## src/design/bracket_loop_numbering_top_macros.svh

```systemverilog
// Assertion macros used by the file that checks the loop numbering block.
`ifndef BRACKET_LOOP_NUMBERING_TOP_MACROS_SVH
`define BRACKET_LOOP_NUMBERING_TOP_MACROS_SVH

// Same-cycle implication, held off while reset is asserted.
`define BLN_ASSERT_IMPL(label, clk, rst_n, ante, cons) \
    label: assert property (@(posedge clk) disable iff (!rst_n) (ante) |-> (cons)) \
        else $error("loop numbering check failed");

// Next-cycle implication, held off while reset is asserted.
`define BLN_ASSERT_NEXT(label, clk, rst_n, ante, cons) \
    label: assert property (@(posedge clk) disable iff (!rst_n) (ante) |=> (cons)) \
        else $error("loop numbering check failed");

`endif

```

## src/design/bln_pkg.sv

```systemverilog
package bln_pkg;

    // Fixed field widths.
    localparam int PARTNER_W = 11;
    localparam int LOOP_W    = 10;

    // Saturation limits of the position and loop counters.
    localparam logic [PARTNER_W-1:0] POS_MAX  = {PARTNER_W{1'b1}};
    localparam logic [LOOP_W-1:0]    LOOP_MAX = {LOOP_W{1'b1}};

    // Default number of stack entries.
    localparam int STACK_DEPTH_DEF = 512;

    // One result item.
    typedef struct packed {
        logic [LOOP_W-1:0] loop_number;
        logic [LOOP_W-1:0] loops_total;
        logic              unbalanced;
        logic              last_out;
    } t_result;

endpackage

```

## src/design/bln_step.sv

```systemverilog
module bln_step #(
    parameter int STACK_DEPTH = bln_pkg::STACK_DEPTH_DEF,
    parameter int ADDR_W      = (STACK_DEPTH > 1) ? $clog2(STACK_DEPTH) : 1
) (
    input  logic                         i_clk,
    input  logic                         i_rst_n,
    input  logic                         i_accept,
    input  logic [bln_pkg::PARTNER_W-1:0] i_partner,
    input  logic                         i_last_base,
    input  logic [bln_pkg::LOOP_W-1:0]    i_rd_data,
    output logic [ADDR_W-1:0]            o_rd_addr,
    output logic                         o_wr_en,
    output logic [ADDR_W-1:0]            o_wr_addr,
    output logic [bln_pkg::LOOP_W-1:0]    o_wr_data,
    output bln_pkg::t_result             o_result
);
    import bln_pkg::*;

    localparam int DEPTH_W = $clog2(STACK_DEPTH + 1);
    localparam logic [DEPTH_W-1:0] DepthFull = DEPTH_W'(STACK_DEPTH);

    logic [PARTNER_W-1:0] r_pos,   n_pos;
    logic [LOOP_W-1:0]    r_loops, n_loops;
    logic [LOOP_W-1:0]    r_cur,   n_cur;
    logic                 r_cur_from_mem, n_cur_from_mem;
    logic [DEPTH_W-1:0]   r_depth, n_depth;
    logic                 r_err,   n_err;

    logic              is_open;
    logic              is_close;
    logic              push_ok;
    logic [LOOP_W-1:0] cur_eff;
    logic [LOOP_W-1:0] loops_new;
    logic [LOOP_W-1:0] cur_mid;
    logic              err_mid;
    logic [DEPTH_W-1:0] depth_pop;

    // The loop below the top is read every cycle; after a pop it becomes current.
    assign o_rd_addr = ADDR_W'(r_depth - DEPTH_W'(2));
    assign cur_eff   = r_cur_from_mem ? i_rd_data : r_cur;

    // Classify the position and form the result.
    assign is_open   = (i_partner != '0) && (r_pos < i_partner);
    assign is_close  = (i_partner != '0) && (r_pos > i_partner);
    assign loops_new = (is_open && (r_loops != LOOP_MAX)) ? r_loops + 1'b1 : r_loops;
    assign cur_mid   = is_open ? loops_new : cur_eff;
    assign push_ok   = is_open && (r_depth < DepthFull);
    assign err_mid   = r_err | (is_open & ~push_ok);
    assign depth_pop = r_depth - 1'b1;

    // Push the new loop number at the current depth.
    assign o_wr_en   = i_accept & push_ok;
    assign o_wr_addr = r_depth[ADDR_W-1:0];
    assign o_wr_data = loops_new;

    // Next state of the counters and the current loop.
    always_comb begin
        n_pos          = r_pos;
        n_loops        = r_loops;
        n_cur          = cur_eff;
        n_cur_from_mem = 1'b0;
        n_depth        = r_depth;
        n_err          = r_err;

        o_result.loop_number = cur_mid;
        o_result.loops_total = loops_new;
        o_result.unbalanced  = err_mid;
        o_result.last_out    = i_last_base;

        if (is_close) begin
            if (r_depth == '0) begin
                o_result.unbalanced = 1'b1;
            end
        end

        if (i_accept) begin
            n_pos   = (r_pos != POS_MAX) ? r_pos + 1'b1 : r_pos;
            n_loops = loops_new;
            n_cur   = cur_mid;
            n_depth = push_ok ? r_depth + 1'b1 : r_depth;
            n_err   = err_mid;
            if (is_close) begin
                if (r_depth == '0) begin
                    n_err = 1'b1;
                    n_cur = '0;
                end else begin
                    n_depth = depth_pop;
                    if (depth_pop != '0) begin
                        n_cur_from_mem = 1'b1;
                    end else begin
                        n_cur = '0;
                    end
                end
            end
            if (i_last_base) begin
                n_pos          = PARTNER_W'(1);
                n_loops        = '0;
                n_cur          = '0;
                n_cur_from_mem = 1'b0;
                n_depth        = '0;
                n_err          = 1'b0;
            end
        end
    end

    // State registers.
    always_ff @(posedge i_clk) begin
        if (!i_rst_n) begin
            r_pos          <= PARTNER_W'(1);
            r_loops        <= '0;
            r_cur          <= '0;
            r_cur_from_mem <= 1'b0;
            r_depth        <= '0;
            r_err          <= 1'b0;
        end else begin
            r_pos          <= n_pos;
            r_loops        <= n_loops;
            r_cur          <= n_cur;
            r_cur_from_mem <= n_cur_from_mem;
            r_depth        <= n_depth;
            r_err          <= n_err;
        end
    end

endmodule

```

## config.mk

```make
export PLATFORM = sky130hd
export DESIGN_NAME = bln_step
export DESIGN_NICKNAME = d
export VERILOG_FILES = /design/src/design/bracket_loop_numbering_top_macros.svh /design/src/design/bln_pkg.sv /design/src/design/bln_step.sv
export SDC_FILE = /design/constraint.sdc
export NUM_CORES = 1
export LEC_CHECK = 0
export BUFFER_PORTS_ARGS = -buffer_cell sky130_fd_sc_hd__buf_4
export CAP_MARGIN = 20
export CORE_MARGIN = 3
export CORE_UTILIZATION = 58
export CTS_CLUSTER_SIZE = 8
export DETAILED_ROUTE_END_ITERATION = 10
export GPL_TIMING_DRIVEN = 0
export PLACE_DENSITY = 0.85
export SYNTH_ARGS = -nofsm -noshare
export SYNTH_HDL_FRONTEND = slang
export SYNTH_SLANG_ARGS = --single-unit
```

## constraint.sdc

```tcl
create_clock -name i_clk -period 5.8 [get_ports i_clk]
set_input_delay 0.87 -clock i_clk [delete_from_list [all_inputs] [get_ports i_clk]]
set_output_delay 0.87 -clock i_clk [all_outputs]
set_load 0.02 [all_outputs]
```

==> results.cfg, run 1 <==
[worst_setup_path]
crit_path_end_kind = primary output
r2r_slack_ns = 3.16
cp_max_fo = 7
r2r_cells = 9
worstPathRequired_ns = 4.93
crit_family = simple AND/OR/NAND/NOR gates
cp_num_buf_inv = 4
startpoint = i_partner[4]
cp.depth = 11
r2r_start = r_depth[1]
arrival_ns = 3.31
crit_path_top_delay_cell = nor2_1
r2r-end = r_cur[5]
endpoint = o_wr_data[1]
critPathKind = input port to primary output
max_stage_delay_ns = 0.41
critPathLaunchType = input port
crit_path_cell_trace = buf_4 -> inv_1 -> ha_1 -> a21oi_1 -> nor2_1 -> o21ai_1 -> nand3_1 -> nor2_1 -> mux2_2 -> buf_4 -> buf_4
cp_common_cell = buf_4

[synthesis]
netlist_instances = 425
synth-main-ff-cell = dfxtp_1
yosysUniqueCellTypes = 62
ys_ff_latch = 43
synth-edff-count = 0
synth_area_mm2 = 0.00337
syn_avg_cell_area_um2 = 7.93
syn-num-nets = 470
synth-seq-area-share_pct = 25.5
synthArstFlopShare_pct = 0
yosysWarningCount = 0

[floorplanning]
die_h_um = 82.2
start_util_pct = 60.4
coreArea_mm2 = 0.00557
rows = 27
ios = 76
dieWidth_um = 82.2
design.die.area_mm2 = 0.00676

[detailed_routing]
drt_iter0_markers = 247
first_pass_iters = 5
detail_route.wirelength_um = 9060
via_per_inst = 5.90
post-route-drc-count = 0
antenna_left = 0
vias = 3414
wl_per_cell_um = 15.6

[pwr]
power_mw = 0.667
leakage_nw = 1.87
vdd_drop_max_mv = 0.115
pwr_density_cell_mw_per_mm2 = 162

[layout]
layout-drive-gt1-share_pct = 24.7
layout.nets = 551
diodes = 0
area_growth_pct = 21.9

[global_routing]
antenna_found_initial = 0
grt_usage_pct = 27.7
grt_overflow = 0
grt_max_degree = 16
grt_pass1_wl_um = 14700
first_global_vias = 3131

[cts]
cts_tree = done
clockBufferDepth = 2
cts_setup_buffers = 0
clk_latency_ns = 0.30
cts_root_buffer = clkbuf_8
cts_made_buffers = 5
cts-resized-gates = 0
clkTransAtPathRegs_ns = 0.09
h-tree-depth = 2
hold_buffers = 0
cts_sinks = 43

[worst_hold_path]
hold_path.class = flip-flop to flip-flop

[sta]
min_period_ns = 4.18
setup_viol = 0
finalHoldViolCount = 0
fin_skew_ns = 0.00536
max_slew.worst_pin.slew_ns = 0.894
min_period_over_period_pct = 72.0
rsz0062_at_grt = no
drv_slew = 0
slew_headroom_pct = 40.4
fmax_mhz = 240
fin_setup_tns_ns = 0

[placement]
place.gp.congestion = 0.927
hpwlAfterDp_um = 6960
port_buffers = 74

[run_status]
outcome = finished clean

[run]
max_cap_violations = 0
[cells in the mapped netlist, drive strengths merged (11+ instances only)]
| cell type | instances | area [um2] |
|---|---|---|
| dfxtp | 43 | 861 |
| buf | 32 | 218 |
| o22ai | 11 | 75.1 |
| nor3 | 12 | 65.1 |
| nand2 | 31 | 119 |
| ha | 20 | 250 |
| mux2i | 26 | 260 |
| xnor2 | 12 | 105 |
| nor2 | 33 | 124 |
| inv | 31 | 116 |
| and3 | 11 | 68.8 |
| nand3 | 23 | 125 |
| a21oi | 19 | 95.1 |
| xor2 | 14 | 123 |
| o21ai | 20 | 100 |
[registers in the layout, summed over array words and instances, names as in the netlist]
register and flops:
r_pos 11, r_cur 10, r_depth 10, r_loops 10, r_cur_from_mem 1, r_err 1
[kinds of logic after synthesis]
logic type      synth area share (%)
mux                             8.06
fa+ha+maj                       7.43
xor+xnor                        6.76
simple gates                    24.2
buf+inv                         10.7
compound gates                  17.3
flops                           25.5
[metrics by stage]
stage                     utilization [%]  instance area, um2  worst slack, ns  cells  hold slack, ns
after floorplan                         -                3370             2.08    425           0.443
after global placement               72.0                4020             1.70    571           0.451
after detailed placement             72.0                4020             1.67    571           0.480
after CTS                            73.7                4110             1.66    579           0.493
after global routing                 73.7                4110             1.42    579           0.541
final                                73.7                4110             1.62    579           0.492
[metal layers]
layer / vias up / part of all wire (%) / GRT usage, %
met5: - / 0 / 0
met4: 0 / 2.5 / 9.97
met3: 24 / 8.0 / 4.01
met2: 157 / 47 / 45.6
met1: 1579 / 42 / 36.6
li1: 1654 / - / -
[area by class of cell]
type / instances / area [um2]
Timing Repair Buffer: 74 / 556
Fill cell: 469 / 1470
Clock buffer: 5 / 68.8
Multi-Input combinational cell: 312 / 2150
Sequential cell: 43 / 861
Buffer: 39 / 244
Inverter: 31 / 116
Clock inverter: 3 / 23.8
Tap cell: 72 / 90.1
[cell usage in the layout, fill, tap and decap left out, types with 5 or more instances in the layout]
cell type and count:
nand3_1 21, o22ai_1 10, clkbuf_1 7, nor3_1 11, a31oi_1 5, o21ai_0 14, a21oi_1 19, buf_4 95
ha_1 20, nand2_1 30, dfxtp_1 43, and3_1 11, o21ai_1 6, mux2i_1 26, xor2_1 14, clkbuf_8 5
nor4_1 7, inv_1 30, xnor2_1 12, nor2_1 33, buf_2 9, nand4_1 6, and4_1 5, and2_1 6
[worst min-delay path: stages, from the launching register on]
cell      delay (ns)
dfxtp_1         0.33
nand2_1         0.05
a21boi_0        0.07
[where the power goes]
group	internal, mW	switching (mW)	leakage, nW
Clock	0.0864	0.122	0.0408
Combinational	0.0692	0.0859	1.48
Sequential	0.299	0.00448	0.347
Total	0.455	0.212	1.87
[worst min-delay path by stage]
| stage | from | to | slack, ns | cells past startpoint |
|---|---|---|---|---|
| floorplan | r_err | r_err | 0.44 | 2 |
| global placement | r_err | r_err | 0.45 | 2 |
| detailed placement | r_err | r_err | 0.48 | 2 |
| CTS | r_err | r_err | 0.49 | 2 |
| global route | r_err | r_err | 0.54 | 2 |
| finish | r_err | r_err | 0.49 | 2 |
Note: power is estimated with default switching activity, not from simulation.
==> inputs of run 2 (changes only) <==
--- a/config.mk
+++ b/config.mk
@@ -8,11 +8,11 @@
 export BUFFER_PORTS_ARGS = -buffer_cell sky130_fd_sc_hd__buf_4
 export CAP_MARGIN = 20
 export CORE_MARGIN = 3
-export CORE_UTILIZATION = 58
+export CORE_UTILIZATION = 50
 export CTS_CLUSTER_SIZE = 8
 export DETAILED_ROUTE_END_ITERATION = 10
 export GPL_TIMING_DRIVEN = 0
-export PLACE_DENSITY = 0.85
+export PLACE_DENSITY = 0.78
 export SYNTH_ARGS = -nofsm -noshare
 export SYNTH_HDL_FRONTEND = slang
 export SYNTH_SLANG_ARGS = --single-unit
==> constraint.sdc (replaced) <==
create_clock -name i_clk -period 3.5 [get_ports i_clk]
set_input_delay 0.525 -clock i_clk [delete_from_list [all_inputs] [get_ports i_clk]]
set_output_delay 0.525 -clock i_clk [all_outputs]
set_load 0.02 [all_outputs]
==> run 2 against run 1 <==
Non-clock buffer count stayed put; sequential share of layout area is 0.10 points lower; clock skew increased by 0.0053 ns; register-to-register slack got worse by 2.2 ns; utilization decreased by 9.4 points; global-route usage fell by 3.6 points; worst setup slack worse by 1.5 ns; flip-flop and latch count unchanged; die area increased by 15%; largest cell class unchanged; largest power group unchanged.
==> results.cfg, run 2 (synthesis gave the netlist of run 1 again) <==
[detailed_routing]
vias = 3411
post-route-drc-count = 0
wl_per_cell_um = 15.8
via_per_inst = 5.84
antenna_left = 0
first_pass_iters = 7
detail_route.wirelength_um = 9230
drt_iter0_markers = 161

[sta]
fin_skew_ns = 0.0106
drv_slew = 0
finalHoldViolCount = 0
slew_headroom_pct = 49.3
fmax_mhz = 298
worst_hold_slack_ns = 0.473
rsz0062_at_grt = no
setup_viol = 0
fin_setup_tns_ns = 0
min_period_over_period_pct = 96.0
min_period_ns = 3.36
max_slew.worst_pin.slew_ns = 0.751

[layout]
diodes = 0
layout-drive-gt1-share_pct = 25.2
final_common_cell = buf_4
layout.nets = 551
fillers = 569
area_growth_pct = 22.5
final_cell_mix = buf_4 (95), dfxtp_1 (43), nor2_1 (32)
largest_register_ffs = 11
regMostFlops = r_pos

[cts]
clkTransAtPathRegs_ns = 0.10
h-tree-depth = 2
hold_buffers = 0
clockBufferDepth = 2
cts_tree = done
cts_sinks = 43
cts_root_buffer = clkbuf_8
clk_latency_ns = 0.31
cts_made_buffers = 5

[run]
max_cap_violations = 0

[worst_hold_path]
hold_start = r_err
hold_path.class = flip-flop to flip-flop

[pwr]
power_mw = 1.11
pwr_density_cell_mw_per_mm2 = 268
vdd_drop_max_mv = 0.145
leakage_nw = 1.88

[worst_setup_path]
crit_path_end_kind = primary output
critPathLaunchType = flip-flop
r2r_start = r_depth[1]
arrival_ns = 2.83
cp_max_fo = 7
critPathKind = flip-flop to primary output
startpoint = r_pos[6]
worstPathRequired_ns = 2.97

[placement]
place.gp.congestion = 0.943
port_buffers = 74
hpwlAfterDp_um = 7010

[floorplanning]
start_util_pct = 52.5
die_h_um = 88.1
design.die.area_mm2 = 0.00776
ios = 76
rows = 29
coreArea_mm2 = 0.00642
dieWidth_um = 88.1

[global_routing]
grt_pass1_wl_um = 15000
antenna_found_initial = 0
grt_usage_pct = 24.1
grt_max_degree = 16
grt_overflow = 0
first_global_vias = 3176

[run_status]
outcome = finished clean
## run 2: path summary, 6_finish.rpt
path,to,slack [ns],depth (start not counted)
min,r_err,0.47,2
max,o_wr_data[1],0.14,8
min reg2reg,r_err,0.47,2
max reg2reg,r_cur[6],0.97,9
## run 2: cell type report
type,count,area [um2],area share [%]
clock buffers,5,68.8,1.67
clock inverters,3,23.8,0.576
flip-flops and latches,43,861,20.9
plain buffers,39,244,5.91
inverters,31,116,2.82
repair buffers,74,556,13.5
multi-input cells,312,2160,52.4
well taps,77,96.3,2.33
## run 2: worst max-delay path: stages, from the launching register on
cell     delay [ns]
dfxtp_1        0.43
ha_1           0.30
and4_1         0.25
a31oi_4        0.25
nand3_1        0.32
nor2_2         0.32
mux2_2         0.38
buf_4          0.13
buf_4          0.14
## run 2: timing repair
item | in CTS | in global routing
resized for setup | 0 | 3
endpoints found under the setup margin | 0 | 12
setup buffers | 0 | 0
## run 2: stage by stage
stage          instances  worst slack, ns  utilization [%]  cell area (um2)
2_1_floorplan        425            0.469                -             3370
3_3_place_gp         576            0.137             62.6             4020
3_5_place_dp         576            0.108             62.6             4020
4_1_cts              584           0.0207             64.1             4110
5_1_grt              584           0.0178             64.3             4130
6_report             584            0.141             64.3             4130
## run 2: where the power goes
| group | leakage [nW] | internal [mW] | switching (mW) |
|---|---|---|---|
| registers | 0.347 | 0.496 | 0.00716 |
| clock network | 0.0408 | 0.143 | 0.202 |
| logic | 1.49 | 0.115 | 0.143 |
| total | 1.88 | 0.754 | 0.352 |
## run 2: per-layer routing
| layer | up-vias | global-route usage [%] | share of wire (%) |
|---|---|---|---|
| met3 | 20 | 2.92 | 6.0 |
| met1 | 1593 | 31.3 | 43 |
| li1 | 1658 | - | - |
| met2 | 140 | 41.5 | 49 |
| met5 | - | 0 | 0 |
| met4 | 0 | 7.97 | 1.8 |
==> inputs of run 3 (changes only) <==
==> constraint.sdc (replaced) <==
create_clock -name i_clk -period 3.5 [get_ports i_clk]
set_input_delay 0.525 -clock i_clk [delete_from_list [all_inputs] [get_ports i_clk]]
set_output_delay 0.525 -clock i_clk [all_outputs]
set_load 0.05 [all_outputs]
==> run 3 against run 2 <==
Utilization increased by 1.1 points; critical path depth rose by 1; fmax up 0.23%; clock skew hardly changed; clock power up 37%; first-iteration DRC count is 86% higher; global-route usage up 0.82 points.
==> results.cfg, run 3 (synthesis gave the netlist of run 1 again) <==
[run_status]
outcome = finished clean

[worst_setup_path]
crit_path_end_kind = primary output
critPathKind = flip-flop to primary output
r2r_cells = 9
r2r-end = r_cur[6]
arrival_ns = 2.83
cp_max_fo = 8
r2r_start = r_depth[1]
worstPathRequired_ns = 2.97
r2r_slack_ns = 0.85
startpoint = r_pos[6]
critPathLaunchType = flip-flop

[detailed_routing]
vias = 3414
via_per_inst = 5.85
first_pass_iters = 5
antenna_left = 0
post-route-drc-count = 0
detail_route.wirelength_um = 9510
wl_per_cell_um = 16.3
drt_iter0_markers = 299

[placement]
place.gp.congestion = 0.975
hpwlAfterDp_um = 7120
port_buffers = 74
placed_cells = 576

[sta]
fin_skew_ns = 0.0106
max_slew.worst_pin.slew_ns = 0.759
finalHoldViolCount = 0
min_period_ns = 3.35
drv_slew = 0
setup_viol = 0
fmax_mhz = 298
rsz0062_at_grt = no
slew_headroom_pct = 49.2
fin_setup_tns_ns = 0
min_period_over_period_pct = 95.8

[cts]
cts_sinks = 43
clk_latency_ns = 0.30
cts_tree = done
cts_root_buffer = clkbuf_8
clkTransAtPathRegs_ns = 0.09
clockBufferDepth = 2
cts_made_buffers = 5
h-tree-depth = 2

[layout]
regMostFlops = r_pos
layout-drive-gt1-share_pct = 26.2
diodes = 0
finish.utilization_pct = 65.4
finalNonFillerCells = 584
final_cell_mix = buf_4 (95), dfxtp_1 (42), nor2_1 (32)
area_growth_pct = 24.7
final_common_cell = buf_4
largest_register_ffs = 11
layout.nets = 551

[global_routing]
grt_usage_pct = 24.9
grt_max_degree = 15
grt_pass1_wl_um = 15400
antenna_found_initial = 0
first_global_vias = 3203
grt_overflow = 0

[worst_hold_path]
hold_start = r_err
hold_depth = 2
hold_path.class = flip-flop to flip-flop
min_to = r_err

[floorplanning]
ios = 76
start_util_pct = 52.5
coreArea_mm2 = 0.00642
die_h_um = 88.1
dieWidth_um = 88.1
rows = 29
design.die.area_mm2 = 0.00776

[pwr]
leakage_nw = 1.91
pwr_density_cell_mw_per_mm2 = 308
power_mw = 1.29
vdd_drop_max_mv = 0.180

[run]
max_cap_violations = 0
run 3: metal layers:
metal  share of wire [%]  wire length [um]  track usage [%]  vias to the layer above
li1                    -                 -                -                     1656
met1                  45              4250             33.0                     1604
met2                  48              4550             41.9                      136
met3                 5.9               557             3.48                       18
met4                 1.6               155             7.97                        0
met5                   0                 0                0                        -
run 3: cell type report:
cell class | instances | area (um2)
buffer | 39 | 246
clock buffer | 5 | 68.8
clock inverter | 3 | 67.6
fill | 584 | 2220
inverter | 31 | 116
multi-input combinational | 312 | 2190
sequential | 43 | 862
tap | 77 | 96.3
timing repair buffer | 74 | 556
run 3: worst max path at each step:
| stage | endpoint | cells after the start | slack (ns) |
|---|---|---|---|
| 2_1_floorplan | o_result[15] | 8 | 0.07 |
| 3_3_place_gp | o_wr_data[1] | 11 | 0.05 |
| 3_5_place_dp | o_wr_data[1] | 11 | 0.01 |
| 4_1_cts | o_wr_data[4] | 9 | 0.02 |
| 5_1_grt | o_wr_data[5] | 11 | 0.02 |
| 6_report | o_wr_data[4] | 9 | 0.15 |
run 3: critical path: stages, from the launching register on:
cell and delay, ns:
dfxtp_2 0.36, ha_1 0.33, and4_1 0.25, a31oi_4 0.27
nand2_2 0.21, or3_1 0.50, xnor2_2 0.21, inv_1 0.08
buf_4 0.13, buf_4 0.18
run 3: repair_timing:
item	CTS	global route
resized for setup	1	6
pin swaps	0	0
setup buffers	0	0
gates cloned	0	0
hold buffers	0	0
endpoints found under the setup margin	1	19
run 3: report_power, final:
| group | switching (mW) | total [mW] | internal (mW) |
|---|---|---|---|
| logic | 0.199 | 0.315 | 0.116 |
| registers | 0.00704 | 0.503 | 0.496 |
| clock network | 0.190 | 0.475 | 0.285 |
run 3: stage by stage:
step	hold WS, ns	setup WS, ns	area, um2
floorplan	0.444	0.0748	3380
global placement	0.451	0.0547	4040
detailed placement	0.458	0.0107	4040
CTS	0.471	0.0224	4180
global route	0.528	0.0236	4200
finish	0.482	0.148	4200
